### config.mk
export PLATFORM = sky130hd
export DESIGN_NAME = matrix3_add_multiply_core
export DESIGN_NICKNAME = d
export VERILOG_FILES = /design/src/m3am_pkg.sv /design/src/m3am_ram.sv /design/src/m3am_mac.sv /design/src/matrix3_add_multiply_core.sv
export SDC_FILE = /design/constraint.sdc
export NUM_CORES = 2
export LEC_CHECK = 0
export ABC_AREA = 1
export BUFFER_PORTS_ARGS = -buffer_cell sky130_fd_sc_hd__buf_4
export CORE_ASPECT_RATIO = 2
export CORE_UTILIZATION = 35
export DETAILED_ROUTE_END_ITERATION = 8
export HOLD_SLACK_MARGIN = 0.12
export PLACE_DENSITY_LB_ADDON = 0.1
export SYNTH_ARGS = -nofsm -noshare
export SYNTH_HDL_FRONTEND = slang
export SYNTH_HIERARCHICAL = 1
export SYNTH_SLANG_ARGS = --single-unit
export TNS_END_PERCENT = 30
### constraint.sdc
create_clock -name clk_i -period 6.1 [get_ports clk_i]
set_input_delay 1.22 -clock clk_i [delete_from_list [all_inputs] [get_ports clk_i]]
set_output_delay 1.22 -clock clk_i [all_outputs]
set_load 0.01 [all_outputs]
### src/m3am_pkg.sv
// Package for the 3x3 matrix add/multiply core: sizes, word structs and
// the pipeline tag passed from the sequencer to the datapath.
// No dependencies; used by m3am_mac and matrix3_add_multiply_core.
`default_nettype none

package m3am_pkg;

  localparam int DIM     = 3;
  localparam int DATA_W  = 32;
  localparam int IDX_W   = 2;
  localparam int ENTRIES = DIM * DIM;
  localparam int ADDR_W  = $clog2(ENTRIES);
  localparam int STEP_W  = $clog2(DIM + 1);

  // Input word: one matrix element load.
  typedef struct packed {
    logic signed [DATA_W-1:0] elem_value;
    logic                     matrix_sel;
    logic [IDX_W-1:0]         elem_row;
    logic [IDX_W-1:0]         elem_col;
    logic                     load_done;
  } in_t;

  // Result word: one position of A+B and A*B.
  typedef struct packed {
    logic [IDX_W-1:0]         out_row;
    logic [IDX_W-1:0]         out_col;
    logic signed [DATA_W-1:0] sum_value;
    logic signed [DATA_W-1:0] prod_value;
    logic                     last_result;
  } out_t;

  // Describes the memory read issued in one cycle.
  typedef struct packed {
    logic             valid;
    logic             sum_step;  // read of A[r][c] and B[r][c]
    logic             first;     // first term of the dot product
    logic             last_k;    // last term: the result word is complete
    logic             final_pos; // last position of the run
    logic [IDX_W-1:0] row;
    logic [IDX_W-1:0] col;
  } tag_t;

endpackage

`default_nettype wire

### src/m3am_ram.sv
// Generic single-port-write, single-port-read RAM with a registered read.
// No dependencies.
`default_nettype none

module m3am_ram #(
  parameter int Width = 32,
  parameter int Depth = 16
) (
  input  wire logic                     clk_i,
  input  wire logic                     we_i,
  input  wire logic [$clog2(Depth)-1:0] waddr_i,
  input  wire logic [Width-1:0]         wdata_i,
  input  wire logic [$clog2(Depth)-1:0] raddr_i,
  output logic      [Width-1:0]         rdata_o
);

  logic [Width-1:0] mem_q [Depth];

  always_ff @(posedge clk_i) begin
    if (we_i) begin
      mem_q[waddr_i] <= wdata_i;
    end
    rdata_o <= mem_q[raddr_i];
  end

endmodule

`default_nettype wire

### src/m3am_mac.sv
// Datapath: element sum, registered multiply and dot-product accumulator,
// plus the result register. Depends on m3am_pkg.
`default_nettype none

module m3am_mac (
  input  wire logic                     clk_i,
  input  wire logic                     rst_ni,
  input  wire m3am_pkg::tag_t           tag_i,
  input  wire logic [m3am_pkg::DATA_W-1:0] a_i,
  input  wire logic [m3am_pkg::DATA_W-1:0] b_i,
  output logic                          res_valid_o,
  output m3am_pkg::out_t                res_o
);
  import m3am_pkg::*;

  tag_t              tag2_q;
  logic [DATA_W-1:0] sum_q;
  logic [DATA_W-1:0] prod_q;
  logic [DATA_W-1:0] acc_q;
  logic [DATA_W-1:0] acc_d;
  logic              res_valid_q;
  out_t              res_q;

  // Stage one: memory data is valid alongside tag_i.
  always_ff @(posedge clk_i) begin
    if (tag_i.valid && tag_i.sum_step) begin
      sum_q <= a_i + b_i;
    end
    if (tag_i.valid && !tag_i.sum_step) begin
      prod_q <= a_i * b_i;
    end
  end

  always_ff @(posedge clk_i or negedge rst_ni) begin
    if (!rst_ni) begin
      tag2_q <= '0;
    end else begin
      tag2_q <= tag_i;
    end
  end

  // Stage two: accumulate. The sum of this position is still held in sum_q
  // here, as the next sum is written at the edge that registers res_q.
  assign acc_d = (tag2_q.first ? '0 : acc_q) + prod_q;

  always_ff @(posedge clk_i) begin
    if (tag2_q.valid && !tag2_q.sum_step) begin
      acc_q <= acc_d;
    end
    if (tag2_q.valid && tag2_q.last_k) begin
      res_q.out_row     <= tag2_q.row;
      res_q.out_col     <= tag2_q.col;
      res_q.sum_value   <= sum_q;
      res_q.prod_value  <= acc_d;
      res_q.last_result <= tag2_q.final_pos;
    end
  end

  always_ff @(posedge clk_i or negedge rst_ni) begin
    if (!rst_ni) begin
      res_valid_q <= 1'b0;
    end else begin
      res_valid_q <= tag2_q.valid && tag2_q.last_k;
    end
  end

  assign res_valid_o = res_valid_q;
  assign res_o       = res_q;

endmodule

`default_nettype wire

### src/matrix3_add_multiply_core.sv
// Top level of the 3x3 matrix add/multiply core: load sequencing, the two
// element memories and the run sequencer. Depends on m3am_pkg, m3am_ram
// and m3am_mac.
//
// Usage: each word on in_i loads one element of A (matrix_sel = 0) or B
// (matrix_sel = 1); it is taken at a rising edge with start high and busy
// low. A word whose row or column is out of range stores nothing. A word
// with load_done set stores its element and starts a run; busy then stays
// high until the last result is on the outputs.
// A run emits nine result words in row-major order, each shown on res_o for
// one cycle with res_valid_o high; the receiver cannot stall them.
// Load words can follow one another back to back while busy is low. Every
// result position takes four reads of each memory (one for the sum, three
// for the dot product), since each memory has a single read port. Through
// the pipeline of read, multiply, accumulate and result register, the
// result words appear one per position, and the last is taken at the same
// edge that lowers busy.
// Reset clears the control state only; the memory contents are undefined
// until written and persist from one run to the next.
`default_nettype none

module matrix3_add_multiply_core (
  input  wire logic            clk_i,
  input  wire logic            rst_ni,
  input  wire logic            start,
  output logic                 busy,
  input  wire m3am_pkg::in_t   in_i,
  output logic                 res_valid_o,
  output m3am_pkg::out_t       res_o
);
  import m3am_pkg::*;

  typedef enum logic [2:0] {
    ST_IDLE  = 3'b001,
    ST_RUN   = 3'b010,
    ST_DRAIN = 3'b100
  } state_e;

  state_e            state_q, state_d;
  logic [IDX_W-1:0]  row_q, row_d;
  logic [IDX_W-1:0]  col_q, col_d;
  logic [STEP_W-1:0] step_q, step_d;
  tag_t              tag_q, tag_d;

  logic              accept;
  logic              in_range;
  logic              we_a, we_b;
  logic [ADDR_W-1:0] waddr;
  logic [ADDR_W-1:0] k_idx;
  logic [ADDR_W-1:0] raddr_a, raddr_b;
  logic [DATA_W-1:0] rdata_a, rdata_b;
  logic              last_step, last_col, last_row;

  assign busy   = (state_q != ST_IDLE);
  assign accept = start && (state_q == ST_IDLE);

  assign in_range = (in_i.elem_row < IDX_W'(DIM)) && (in_i.elem_col < IDX_W'(DIM));
  assign waddr    = ADDR_W'(in_i.elem_row) * ADDR_W'(DIM) + ADDR_W'(in_i.elem_col);
  assign we_a     = accept && in_range && !in_i.matrix_sel;
  assign we_b     = accept && in_range && in_i.matrix_sel;

  // Step zero reads A[r][c] and B[r][c]; step k+1 reads A[r][k] and B[k][c].
  assign k_idx = ADDR_W'(step_q) - ADDR_W'(1);

  always_comb begin
    if (step_q == '0) begin
      raddr_a = ADDR_W'(row_q) * ADDR_W'(DIM) + ADDR_W'(col_q);
      raddr_b = raddr_a;
    end else begin
      raddr_a = ADDR_W'(row_q) * ADDR_W'(DIM) + k_idx;
      raddr_b = k_idx * ADDR_W'(DIM) + ADDR_W'(col_q);
    end
  end

  assign last_step = (step_q == STEP_W'(DIM));
  assign last_col  = (col_q == IDX_W'(DIM - 1));
  assign last_row  = (row_q == IDX_W'(DIM - 1));

  always_comb begin
    state_d = state_q;
    row_d   = row_q;
    col_d   = col_q;
    step_d  = step_q;

    tag_d           = '0;
    tag_d.valid     = (state_q == ST_RUN);
    tag_d.sum_step  = (step_q == '0);
    tag_d.first     = (step_q == STEP_W'(1));
    tag_d.last_k    = last_step;
    tag_d.final_pos = last_step && last_col && last_row;
    tag_d.row       = row_q;
    tag_d.col       = col_q;

    unique case (state_q)
      ST_IDLE: begin
        if (accept && in_i.load_done) begin
          state_d = ST_RUN;
          row_d   = '0;
          col_d   = '0;
          step_d  = '0;
        end
      end
      ST_RUN: begin
        if (last_step) begin
          step_d = '0;
          if (last_col) begin
            col_d = '0;
            if (last_row) begin
              state_d = ST_DRAIN;
            end else begin
              row_d = row_q + IDX_W'(1);
            end
          end else begin
            col_d = col_q + IDX_W'(1);
          end
        end else begin
          step_d = step_q + STEP_W'(1);
        end
      end
      ST_DRAIN: begin
        if (res_valid_o && res_o.last_result) begin
          state_d = ST_IDLE;
        end
      end
      default: begin
        state_d = ST_IDLE;
      end
    endcase
  end

  always_ff @(posedge clk_i or negedge rst_ni) begin
    if (!rst_ni) begin
      state_q <= ST_IDLE;
      row_q   <= '0;
      col_q   <= '0;
      step_q  <= '0;
      tag_q   <= '0;
    end else begin
      state_q <= state_d;
      row_q   <= row_d;
      col_q   <= col_d;
      step_q  <= step_d;
      tag_q   <= tag_d;
    end
  end

  m3am_ram #(
    .Width (DATA_W),
    .Depth (ENTRIES)
  ) u_ram_a (
    .clk_i   (clk_i),
    .we_i    (we_a),
    .waddr_i (waddr),
    .wdata_i (in_i.elem_value),
    .raddr_i (raddr_a),
    .rdata_o (rdata_a)
  );

  m3am_ram #(
    .Width (DATA_W),
    .Depth (ENTRIES)
  ) u_ram_b (
    .clk_i   (clk_i),
    .we_i    (we_b),
    .waddr_i (waddr),
    .wdata_i (in_i.elem_value),
    .raddr_i (raddr_b),
    .rdata_o (rdata_b)
  );

  m3am_mac u_mac (
    .clk_i       (clk_i),
    .rst_ni      (rst_ni),
    .tag_i       (tag_q),
    .a_i         (rdata_a),
    .b_i         (rdata_b),
    .res_valid_o (res_valid_o),
    .res_o       (res_o)
  );

endmodule

`default_nettype wire
==> metrics.csv <==
stage;metric;value;unit
run_status;status;finished, violations left;
run_status;failing checks;setup timing;
logic_synthesis;post-synthesis sequential area ratio;0.463;
die;DIE WIDTH;275;um
layout;fill cell count;14500;
critical_path;cell family with most CP delay;adder cells;
detailed_routing;Vias/cell;4.69;
layout;non-filler cells, final;7930;
logic_synthesis;mapped cell area;52300;um^2
detailed_routing;WL per Instance;22.2;um
flow_run;Max Cap Viol;0;
placement;Port Buffers;111;
sta;RSZ-0062 raised after global routing;true;
logic_synthesis;Synth Net Count;6190;
global_route;first-pass GRT wire length;255000;um
global_route;busiest grt layer;met2;
placement;Place WS;-0.969;ns
die;Site Rows;200;
sta;WHS;0.341;ns
cts;Num CTS Buffers;82;
cts;TritonCTS clock tree;done;
global_route;met3 Use GR;0.0218;
critical_path;worst path bufs/invs;8;
die;Std-Cell Core Area;148000;um^2
layout;share of cells above drive strength 1;0.144;
global_route;overflow left after global routing;0;
cts;H-Tree Depth;3;
critical_path;Arr. time, crit path;7.21;ns
logic_synthesis;Yosys cell types;47;
global_route;largest net degree at the start of global routing;129;
detailed_routing;DR pass1 iterations;5;
critical_path;Max FO, Critical Path;8;
die;DIE HEIGHT;549;um
hold_path;Hold/Removal Path Class;flop to flop;
sta;fmax;148;MHz
cts;root buffer cell;clkbuf_16;
logic_synthesis;synth warn;6;
cts;CTS clk-pin slew, worst paths;0.07;ns
die;I/O pin total;112;
detailed_routing;routed vias;37200;
sta;Setup violations, final;18;
critical_path;Critical Path Sink Type;flop;
global_route;M2 GR Usage;0.483;
sta;relative slew slack;0.351;
die;Initial Util;0.353;
cts;Max clock buf depth;3;
placement;hpwl dp;133000;um
detailed_routing;final wirelength;176000;um
critical_path;CP max stage delay;0.55;ns
logic_synthesis;syn_area_per_cell;9.46;um^2
global_route;vias in the first global route;39400;
layout;P&R area growth vs syn;18.8;%
sta;setup ws final;-0.659;ns
global_route;global-route met1 utilization;0.210;
sta;Final Skew;0.0290;ns
detailed_routing;First DRT Iteration DRCs;1760;
global_route;antenna violations before repair;1;
cts;CTS Sinks;833;
critical_path;CP max stage cell;fa_1;
detailed_routing;ANT nets after route;0;
cts;worst-skew pair later-pin latency;0.71;ns
global_route;GRT Resource Usage Total;0.237;
logic_synthesis;Post-Syn Instances;5532;
sta;Slew Viols, Final;0;
layout;Layout Utilization;0.419;
sta;endpoints failing hold;0;
placement;RD Place Congestion;0.936;
sta;Slew @ Worst Pin;0.971;ns
critical_path;most frequent CP cell;fa_1;
sta;min cycle time layout;6.76;ns
layout;nets@finish;6600;
logic_synthesis;Synth Register Bits;833;
critical_path;CP Class;flop to flop;
detailed_routing;DRC Markers;0;
die;die area;151000;um^2
critical_path;Setup crit start kind;flop;
sta;fin crit share;1.11;
critical_path;Worst EP required;6.55;ns
placement;Placed Cells;7715;
-- synth_stat cells, drive strengths merged --
cell    instances  area (um^2)
ha            203         2540
xor2           74          648
o21bai         11         82.6
xnor2          30          263
a21o           15          113
or2             2         12.5
nand3         474         2400
o31ai           1         12.5
nand3b          4         30.0
inv          1270         4770
o21a            1         7.51
nor2          144          551
edfxtp        741        22300
clkbuf         98          369
o211ai          7         62.6
nor4            7         56.3
dfxtp          64         1280
o21ai          47          254
dfstp           1         26.3
dfrtp          27          676
o221a           1         11.3
buf           117          647
a21boi         11         90.1
nor3            7         35.0
a21oi          77          397
and2            2         12.5
fa            414         8290
nand2        1648         6230
nand4          17          106
a211oi          3         22.5
a221oi          2         17.5
a31oi          12         75.1
-- sequential cells by signal, summed over array words and instances (netlist names) --
signal	cells
step_q	2
u_mac/acc_q	32
u_mac/res_o	69
row_q	2
u_mac/sum_q	32
u_mac/tag2_q	9
col_q	2
u_ram_a/rdata_o	32
state_q	3
u_mac/prod_q	32
tag_q	9
u_ram_b/mem_q	288
u_ram_b/rdata_o	32
u_mac/res_valid_o	1
u_ram_a/mem_q	288
-- logic make-up (layout without fill, tap and decap cells) --
logic type,after synthesis,after routing,share of synthesized area
simple gates,2305,2305,0.180
buf+inv,1485,1963,0.111
flops,833,833,0.463
fa+ha+maj,617,617,0.207
compound gates,188,188,0.0219
xor+xnor,104,104,0.0174
other cells,0,1,0
-- metrics by stage --
step	instance area [um^2]	TNS (ns)
5_1_grt	62200	-9.87
3_5_place_dp	58400	-8.90
4_1_cts	61800	-6.78
6_report	62200	-6.34
3_3_place_gp	58400	-8.27
2_1_floorplan	52700	-0.0243
-- final timing paths --
| check | start | endpoint | slack [ns] | depth (start not counted) |
|---|---|---|---|---|
| min in group asynchronous | rst_ni | u_mac/res_valid_o | 0.44 | 1 |
| min | tag_q[2] | u_mac/tag2_q[2] | 0.34 | 0 |
| max | u_ram_b/rdata_o[5] | u_mac/prod_q[29] | -0.66 | 25 |
| min reg2reg | tag_q[2] | u_mac/tag2_q[2] | 0.34 | 0 |
| max reg2reg | u_ram_b/rdata_o[5] | u_mac/prod_q[29] | -0.66 | 25 |
| max in group asynchronous | rst_ni | state_q[0] | 5.36 | 1 |
-- worst reg2reg max path: stages (launching register included) --
cell      delay, ns
dfxtp_4        0.36
buf_12         0.14
buf_8          0.13
nand2_4        0.04
inv_2          0.03
fa_1           0.55
fa_2           0.44
fa_1           0.50
inv_2          0.04
fa_1           0.53
inv_1          0.05
fa_1           0.47
inv_1          0.05
fa_1           0.47
inv_1          0.05
fa_1           0.47
fa_2           0.50
ha_4           0.31
nand2_4        0.07
buf_6          0.12
nor4_4         0.37
nand4_1        0.30
nand3_4        0.23
nand3_2        0.09
o211ai_1       0.10
xor2_1         0.09
-- placed cells by master (no fill, tap or decap), types with 73 or more instances in the layout --
cell type,n
nand2_1,1607
inv_1,1247
nor2_1,117
fa_1,394
buf_4,457
edfxtp_1,741
nand3_1,465
xor2_1,73
clkbuf_16,83
ha_1,183
-- layout make-up --
cell class,instances,area [um^2],area share
multi-input combinational,3214,23100,0.371
antenna,1,2.50,0.0000402
sequential,833,24300,0.390
timing repair buffer,541,4930,0.0793
clock buffer,104,2190,0.0352
clock inverter,48,548,0.00881
tap,1919,2400,0.0386
inverter,1270,4780,0.0768
-- layer usage --
metal,routed length (um),share of wire,vias up
li1,-,-,17800
met1,55600,0.32,18400
met2,103000,0.58,681
met3,3910,0.022,363
met4,13800,0.078,0
met5,0,0,-
-- repair_timing --
item / 4_1_cts / 5_1_grt
hold buffers: 0 / 0
pin swaps: 55 / 54
gates resized for setup: 80 / 68
gates cloned: 0 / 0
buffers inserted: 36 / 27
endpoints found under the setup margin: 18 / 21
Power is not shown: default switching activity piles up to over one toggle a cycle in this logic, so the estimate is an artifact.
